--- src/ipv4mhf_pkg.sv ---
// ----------------------------------------------------------------------------
// IPv4 multi-hop fragmenter package
// Shared widths, fragment record, per-hop limits and register indexes.
// ----------------------------------------------------------------------------
package ipv4mhf_pkg;

  localparam int unsigned LenW  = 14;
  localparam int unsigned OffW  = 11;
  localparam int unsigned HopsW = 2;

  typedef logic [LenW-1:0] len_t;
  typedef logic [OffW-1:0] off_t;

  localparam len_t HEADER_BYTES     = len_t'(20);
  localparam len_t MTU_MIN          = len_t'(576);
  localparam len_t MTU_MAX          = len_t'(9000);
  localparam len_t MAX_PACKET_BYTES = len_t'(9000);

  // Register indexes on the configuration channel
  typedef enum logic [1:0] {
    RegHops      = 2'd0,
    RegMtuFirst  = 2'd1,
    RegMtuSecond = 2'd2,
    RegMtuThird  = 2'd3
  } cfg_reg_e;

  // One fragment in flight: data bytes, offset in 8-byte units, end of run
  typedef struct packed {
    len_t data_len;
    off_t offset8;
    logic last;
  } frag_t;

  // Limits that one hop applies
  typedef struct packed {
    logic enable;
    len_t max_data;
    off_t piece8;
  } hop_cfg_t;

  // Clamp the MTU, then derive the largest payload and the 8-byte piece size
  function automatic hop_cfg_t hop_limits(len_t mtu, logic enable);
    hop_cfg_t cfg;
    len_t     clamped;
    len_t     max_data;
    clamped = mtu;
    if (mtu < MTU_MIN) begin
      clamped = MTU_MIN;
    end else if (mtu > MTU_MAX) begin
      clamped = MTU_MAX;
    end
    max_data     = clamped - HEADER_BYTES;
    cfg.enable   = enable;
    cfg.max_data = max_data;
    cfg.piece8   = max_data[LenW-1:3];
    return cfg;
  endfunction

endpackage

--- src/ipv4mhf_ingress.sv ---
// ----------------------------------------------------------------------------
// IPv4 multi-hop fragmenter ingress stage
// Clamps the packet length, strips the header and registers one whole-packet
// fragment for the first hop.
// ----------------------------------------------------------------------------
module ipv4mhf_ingress (
  input  logic                clk_i,
  input  logic                rst_ni,
  input  logic                in_valid_i,
  output logic                in_ready_o,
  input  ipv4mhf_pkg::len_t   in_len_i,
  output logic                out_valid_o,
  input  logic                out_ready_i,
  output ipv4mhf_pkg::frag_t  out_frag_o
);
  import ipv4mhf_pkg::*;

  logic  valid_q, valid_d;
  frag_t frag_q;
  frag_t frag_d;

  assign in_ready_o = !valid_q || out_ready_i;

  // Clamp into header-only .. maximum packet, keep data bytes only
  always_comb begin
    frag_d.offset8 = '0;
    frag_d.last    = 1'b1;
    if (in_len_i < HEADER_BYTES) begin
      frag_d.data_len = '0;
    end else if (in_len_i > MAX_PACKET_BYTES) begin
      frag_d.data_len = MAX_PACKET_BYTES - HEADER_BYTES;
    end else begin
      frag_d.data_len = in_len_i - HEADER_BYTES;
    end
  end

  always_comb begin
    valid_d = valid_q;
    if (in_valid_i && in_ready_o) begin
      valid_d = 1'b1;
    end else if (out_ready_i) begin
      valid_d = 1'b0;
    end
  end

  always_ff @(posedge clk_i or negedge rst_ni) begin
    if (!rst_ni) begin
      valid_q <= 1'b0;
    end else begin
      valid_q <= valid_d;
    end
  end

  // Payload register, loaded on each input transfer
  always_ff @(posedge clk_i) begin
    if (in_valid_i && in_ready_o) begin
      frag_q <= frag_d;
    end
  end

  assign out_valid_o = valid_q;
  assign out_frag_o  = frag_q;

endmodule

--- src/ipv4mhf_hop_stage.sv ---
// ----------------------------------------------------------------------------
// IPv4 multi-hop fragmenter hop stage
// Applies one hop's MTU: a fragment that fits passes, a larger one is cut
// into full pieces, one per cycle unless output stalls, then the remainder.
// ----------------------------------------------------------------------------
module ipv4mhf_hop_stage (
  input  logic                   clk_i,
  input  logic                   rst_ni,
  input  ipv4mhf_pkg::hop_cfg_t  cfg_i,
  input  logic                   in_valid_i,
  output logic                   in_ready_o,
  input  ipv4mhf_pkg::frag_t     in_frag_i,
  output logic                   out_valid_o,
  input  logic                   out_ready_i,
  output ipv4mhf_pkg::frag_t     out_frag_o
);
  import ipv4mhf_pkg::*;

  // Work register: the fragment still being cut
  logic  work_valid_q, work_valid_d;
  frag_t work_q, work_d;
  // Output register: the piece offered downstream
  logic  out_valid_q, out_valid_d;
  frag_t out_q, out_d;

  logic  out_free;
  logic  emit;
  logic  split;
  logic  done;
  len_t  piece_bytes;

  assign piece_bytes = {cfg_i.piece8, 3'b000};
  assign out_free    = !out_valid_q || out_ready_i;
  assign emit        = work_valid_q && out_free;
  assign split       = cfg_i.enable && (work_q.data_len > cfg_i.max_data);
  assign done        = emit && !split;
  assign in_ready_o  = !work_valid_q || done;

  // Advance the work fragment: load, cut a piece off, or retire it
  always_comb begin
    work_valid_d = work_valid_q;
    work_d       = work_q;
    if (in_valid_i && in_ready_o) begin
      work_valid_d = 1'b1;
      work_d       = in_frag_i;
    end else if (emit && split) begin
      work_d.data_len = work_q.data_len - piece_bytes;
      work_d.offset8  = work_q.offset8 + cfg_i.piece8;
    end else if (done) begin
      work_valid_d = 1'b0;
    end
  end

  // Emit a full piece or the remainder, which inherits the end-of-run flag
  always_comb begin
    out_valid_d = out_valid_q;
    out_d       = out_q;
    if (emit) begin
      out_valid_d = 1'b1;
      if (split) begin
        out_d.data_len = piece_bytes;
        out_d.offset8  = work_q.offset8;
        out_d.last     = 1'b0;
      end else begin
        out_d = work_q;
      end
    end else if (out_ready_i) begin
      out_valid_d = 1'b0;
    end
  end

  always_ff @(posedge clk_i or negedge rst_ni) begin
    if (!rst_ni) begin
      work_valid_q <= 1'b0;
      out_valid_q  <= 1'b0;
    end else begin
      work_valid_q <= work_valid_d;
      out_valid_q  <= out_valid_d;
    end
  end

  always_ff @(posedge clk_i) begin
    work_q <= work_d;
    out_q  <= out_d;
  end

  assign out_valid_o = out_valid_q;
  assign out_frag_o  = out_q;

endmodule

--- src/ipv4_multi_hop_fragmenter_core.sv ---
// ----------------------------------------------------------------------------
// IPv4 multi-hop fragmenter core
// Splits one packet length along a path of up to HOPS configured MTUs and
// streams out the fragments of the final hop in order.
// ----------------------------------------------------------------------------
//  Channel   Direction  Transfer when                  Carries
//  s_axis    in         s_axis_tvalid & s_axis_tready  packet_length
//  m_axis    out        m_axis_tvalid & m_axis_tready  frag_length, frag_offset,
//                                                      last_fragment (tlast)
//  cfg       in         cfg_valid_i & cfg_ready_o      register index, value
//
//  The last hop stage emits one fragment of the final hop per cycle unless
//  m_axis stalls. From an input transfer, the first fragment passes the
//  ingress register and then the work and output registers of each hop
//  stage in turn.
//  Reset clears all valid bits and loads hops 3 and MTUs of 1500 bytes.
//  A stall on m_axis holds every stage in place; nothing is lost or repeated.
// ----------------------------------------------------------------------------
module ipv4_multi_hop_fragmenter_core #(
  parameter int unsigned HOPS = 3
) (
  input  logic                       clk_i,
  input  logic                       rst_ni,
  // packet_length [13:0]
  input  logic [15:0]                s_axis_tdata,
  input  logic                       s_axis_tvalid,
  output logic                       s_axis_tready,
  // frag_length [13:0], frag_offset [24:14]
  output logic [31:0]                m_axis_tdata,
  output logic                       m_axis_tlast,
  output logic                       m_axis_tvalid,
  input  logic                       m_axis_tready,
  input  logic                       cfg_valid_i,
  output logic                       cfg_ready_o,
  input  ipv4mhf_pkg::cfg_reg_e      cfg_index_i,
  input  ipv4mhf_pkg::len_t          cfg_data_i
);
  import ipv4mhf_pkg::*;

  logic [HopsW-1:0] hops_q;
  len_t             mtu_q [3];

  logic     stg_valid [HOPS+1];
  logic     stg_ready [HOPS+1];
  frag_t    stg_frag  [HOPS+1];
  hop_cfg_t hop_cfg   [HOPS];
  len_t     out_len;

  // Configuration registers, always ready
  assign cfg_ready_o = 1'b1;

  always_ff @(posedge clk_i or negedge rst_ni) begin
    if (!rst_ni) begin
      hops_q   <= HopsW'(3);
      mtu_q[0] <= len_t'(1500);
      mtu_q[1] <= len_t'(1500);
      mtu_q[2] <= len_t'(1500);
    end else if (cfg_valid_i) begin
      unique case (cfg_index_i)
        RegHops:      hops_q   <= cfg_data_i[HopsW-1:0];
        RegMtuFirst:  mtu_q[0] <= cfg_data_i;
        RegMtuSecond: mtu_q[1] <= cfg_data_i;
        RegMtuThird:  mtu_q[2] <= cfg_data_i;
        default:      hops_q   <= hops_q;
      endcase
    end
  end

  // Header strip and clamp
  ipv4mhf_ingress u_ingress (
    .clk_i       (clk_i),
    .rst_ni      (rst_ni),
    .in_valid_i  (s_axis_tvalid),
    .in_ready_o  (s_axis_tready),
    .in_len_i    (s_axis_tdata[LenW-1:0]),
    .out_valid_o (stg_valid[0]),
    .out_ready_i (stg_ready[0]),
    .out_frag_o  (stg_frag[0])
  );

  // One stage per hop; a hop beyond hops_q passes fragments unchanged
  for (genvar h = 0; h < HOPS; h++) begin : g_hop
    assign hop_cfg[h] = hop_limits(mtu_q[h], hops_q > HopsW'(h));

    ipv4mhf_hop_stage u_hop (
      .clk_i       (clk_i),
      .rst_ni      (rst_ni),
      .cfg_i       (hop_cfg[h]),
      .in_valid_i  (stg_valid[h]),
      .in_ready_o  (stg_ready[h]),
      .in_frag_i   (stg_frag[h]),
      .out_valid_o (stg_valid[h+1]),
      .out_ready_i (stg_ready[h+1]),
      .out_frag_o  (stg_frag[h+1])
    );
  end

  // Put the header back on and pack the result
  assign stg_ready[HOPS] = m_axis_tready;
  assign out_len         = stg_frag[HOPS].data_len + HEADER_BYTES;
  assign m_axis_tvalid   = stg_valid[HOPS];
  assign m_axis_tlast    = stg_frag[HOPS].last;
  assign m_axis_tdata    = {7'b0, stg_frag[HOPS].offset8, out_len};

endmodule

--- config.mk ---
export PLATFORM = sky130hd
export DESIGN_NAME = ipv4_multi_hop_fragmenter_core
export DESIGN_NICKNAME = d
export VERILOG_FILES = /design/src/ipv4mhf_pkg.sv /design/src/ipv4mhf_ingress.sv /design/src/ipv4mhf_hop_stage.sv /design/src/ipv4_multi_hop_fragmenter_core.sv
export SDC_FILE = /design/constraint.sdc
export NUM_CORES = 1
export LEC_CHECK = 0
export ABC_AREA = 1
export BUFFER_PORTS_ARGS = -buffer_cell sky130_fd_sc_hd__buf_4
export CELL_PAD_IN_SITES_DETAIL_PLACEMENT = 0
export CELL_PAD_IN_SITES_GLOBAL_PLACEMENT = 1
export CORE_ASPECT_RATIO = 0.9
export CORE_MARGIN = 2
export CORE_UTILIZATION = 52
export CTS_BUF_LIST = sky130_fd_sc_hd__clkbuf_16
export CTS_CLUSTER_DIAMETER = 120
export DETAILED_ROUTE_END_ITERATION = 8
export PLACE_DENSITY_LB_ADDON = 0.1
export RECOVER_POWER = 100
export REMOVE_ABC_BUFFERS = 1
export SYNTH_ARGS = -nofsm -noshare
export SYNTH_HDL_FRONTEND = slang
export SYNTH_SLANG_ARGS = --single-unit
--- constraint.sdc ---
create_clock -name clk_i -period 14.3 [get_ports clk_i]
set_input_delay 0.715 -clock clk_i [delete_from_list [all_inputs] [get_ports clk_i]]
set_output_delay 0.715 -clock clk_i [all_outputs]
set_load 0.01 [all_outputs]
==> metrics.txt <==
status=complete, but fails checks; violated checks=max-capacitance violations, max-slew violations; full die area=0.02620 mm2; synth-to-layout area growth=9.665%; pwr dens=265.2 mW/mm2; Compound-Gate Fraction of Synth Area=10.41%; Residual DRC=0; leakage dissipation=6.447 nW; initial antenna violation count=0; post-synthesis adder-cell area fraction=8.361%; Metal-1 WL=12030 um; metal3 WL=970 um; Worst Setup End Kind=register; CP Class=reg -> reg; Initial Util=53.13%; Yosys top cell area share=39.16%; slowest CP cell=clkbuf_1; Final ANT Viol Nets=0; Hold EP=u_ingress.out_valid_o; Mapped Cells=1421; gr usage total=21.14%; gp weighted congestion=0.8295; Iteration-0 DRC Markers=529; mux share of post-synthesis cell area=0%; DRT Wirelength=26910 um; Die Height=153.8 um; filler cell count=2212; DR top layer=met4; Port Buf Inserts=62; max-capacitance violation count=2; setup TNS=0 ps; largest stage delay on the critical path=1280 ps; Synth Area in Simple Gates=18.01%; cts bufs inserted=25; arrival time at the worst endpoint=8250 ps; Fin. Hold Viols=0; first-pass GRT wire length=43930 um; max frequency=0.1230 GHz; synth top area cells=edfxtp_1 (39%), nand2_1 (8.1%), ha_1 (7.4%), inv_1 (5.9%), o21ai_0 (5.6%); setup bufs post-CTS=0; largest area contributor in the netlist=edfxtp_1; post-route clock skew=17.53 ps; routed vias/inst=4.987; Finished Layout Cells=1830; drt wl/cell=14.71 um; clock root buffer=clkbuf_16; Unique masters post-synth=51; Worst-path clk slew=60 ps; hold buffers post-CTS=0; Total Power=3.769 mW; crit start category=register; xor and xnor fraction of the mapped netlist area=5.542%; crit-path most repeated cell=nand2_1; # resized after CTS=0; most common cell after layout, fill and taps aside=nand2_1; RR Startpoint=mtu_q[14]; GRT Residual Overflow=0; Req. time, crit path=14420 ps; # IOs=73; drt pass-1 iters=5; largest family of logic cells by synthesized area=simple AND/OR/NAND/NOR gates; final setup violating endpoints=0; maximum vdd drop=0.1149 mV; Post-synth EDFFs=169; relative max-transition margin=-78.70%; fin nets=1595; Least-Margin Pin Slew=2681 ps; most frequently used flop master after synthesis=edfxtp_1; reg2reg path depth=24; synthesized area per cell=9.119 um2; share of cells above drive strength 1=8.835%; Worst-Skew Late Latency=520 ps; Register-to-Register Setup Slack=6170 ps; DR vias=9127; Hold Startpoint=s_axis_tvalid; worst hold path depth=3; met2 routed WL=13160 um; final slew viol count=99; critical path fanouts, max=46; Ys Warns=0; number of global-route vias before repair=8840; most frequent cells in the layout=nand2_1 (284), inv_1 (206), edfxtp_1 (169), o21ai_0 (147), nor2_1 (128); RSZ-0062 raised after global routing=no; DP HPWL=20420 um; Post-synth ARST share=23.18%; sequential share of the synthesized area=49.23%; Cell Rows=54; die width=170.4 um; H-tree depth=1; largest net degree at the start of global routing=52; Ant. Diodes=0; CTS Buffer Depth=3; CTS tree=built; TritonCTS Sinks=220; core area=0.02439 mm2; Final period util=56.87%; dpl cells=1784; crit-path cells=o31ai_1 -> nand2_1 -> nand2_1 -> a211oi_1 -> o21ai_0 -> inv_1 -> o21ai_0 -> nand2_1 -> nor2_1 -> nand2_1 -> nor3_1 -> nand3_1 -> xnor2_1 -> ha_1 -> nand2_1 -> nor2_1 -> a41oi_1 -> nand2_1 -> nand2_1 -> a21oi_4 -> clkbuf_1 -> inv_1 -> o21ai_0 -> clkbuf_1; synthesized area=0.01296 mm2; Hold/Removal Path Class=in -> reg; utilization after layout=58.26%; Yosys reg bits=220; Final min period=8133 ps; Reg-to-Reg End=g_hop[1].u_hop.work_q[5]
-- metal layers --
| layer | track usage, % | vias up |
|---|---|---|
| met5 | 0 | - |
| met4 | 5.657 | 0 |
| met3 | 2.909 | 45 |
| met2 | 37.40 | 138 |
| met1 | 27.27 | 4172 |
| li1 | - | 4772 |
-- through the flow --
| step | area [um2] | hold WS (ps) | worst slack [ps] |
|---|---|---|---|
| floorplan | 12680 | 400.3 | 8703 |
| global placement | 13620 | 408.2 | 8457 |
| detailed placement | 13620 | 412.6 | 8442 |
| CTS | 14440 | 231.1 | 8066 |
| global route | 14210 | 420.8 | 5366 |
| finish | 14210 | 413.2 | 6168 |
-- sequential cells by signal (all words and copies together) (netlist names) --
register / count
u_ingress.out_valid_o: 1
g_hop.u_hop.work_q: 77
g_hop.u_hop.out_valid_o: 3
hops_q: 2
mtu_q: 42
g_hop.u_hop.work_valid_q: 3
g_hop.u_hop.out_frag_o: 78
u_ingress.out_frag_o: 14
-- cells in the mapped netlist (22+ instances only) --
| master | instances |
|---|---|
| dfrtp_1 | 28 |
| xnor2_1 | 27 |
| o21ai_0 | 145 |
| inv_1 | 202 |
| dfstp_2 | 23 |
| nor2_1 | 125 |
| nand2_1 | 278 |
| nand3_1 | 55 |
| buf_4 | 22 |
| edfxtp_1 | 169 |
| ha_1 | 77 |
| a21oi_1 | 69 |
| xor2_1 | 55 |
-- report_power, final --
part	total [mW]	leakage, nW	internal [mW]	switching [mW]
registers	1.31	2.25	1.17	0.141
logic	1.82	3.77	0.660	1.16
clock network	0.640	0.428	0.383	0.256
-- layout make-up --
cell class | count | area (um2) | area share [%]
clock inverters | 20 | 173.9 | 1.224
clock buffers | 26 | 650.6 | 4.578
multi-input cells | 951 | 5433 | 38.23
flip-flops and latches | 220 | 6380 | 44.89
well taps | 336 | 420.4 | 2.958
repair buffers | 67 | 364.1 | 2.562
inverters | 210 | 789.5 | 5.556
-- worst max path at each step --
stage | startpoint | endpoint | slack [ps] | cells past startpoint
floorplan | mtu_q[14] | g_hop[1].u_hop.work_q[10] | 8700 | 22
global route | mtu_q[14] | g_hop[1].u_hop.work_q[4] | 5370 | 24
finish | mtu_q[14] | g_hop[1].u_hop.work_q[5] | 6170 | 24
CTS | mtu_q[14] | s_axis_tready | 8070 | 23
global placement | mtu_q[14] | g_hop[1].u_hop.work_q[7] | 8460 | 24
detailed placement | mtu_q[14] | g_hop[1].u_hop.work_q[7] | 8440 | 24
-- kinds of logic after synthesis --
| kind of cell | Yosys count |
|---|---|
| flip-flops | 220 |
| buffers and inverters | 256 |
| AND/OR/NAND/NOR | 527 |
| adder cells (fa/ha/maj) | 83 |
| other | 2 |
| AO/OA/AOI/OAI | 251 |
| XOR/XNOR | 82 |
-- worst max-delay path, delay by kind of cell (launching register included) --
family,cells,cell delay (ps)
buf+inv,4,2970
simple gates,11,2010
compound gates,7,1800
flops,1,400
fa+ha+maj,1,330
xor+xnor,1,200
No activity file was read; power rests on OpenSTA's default activity.
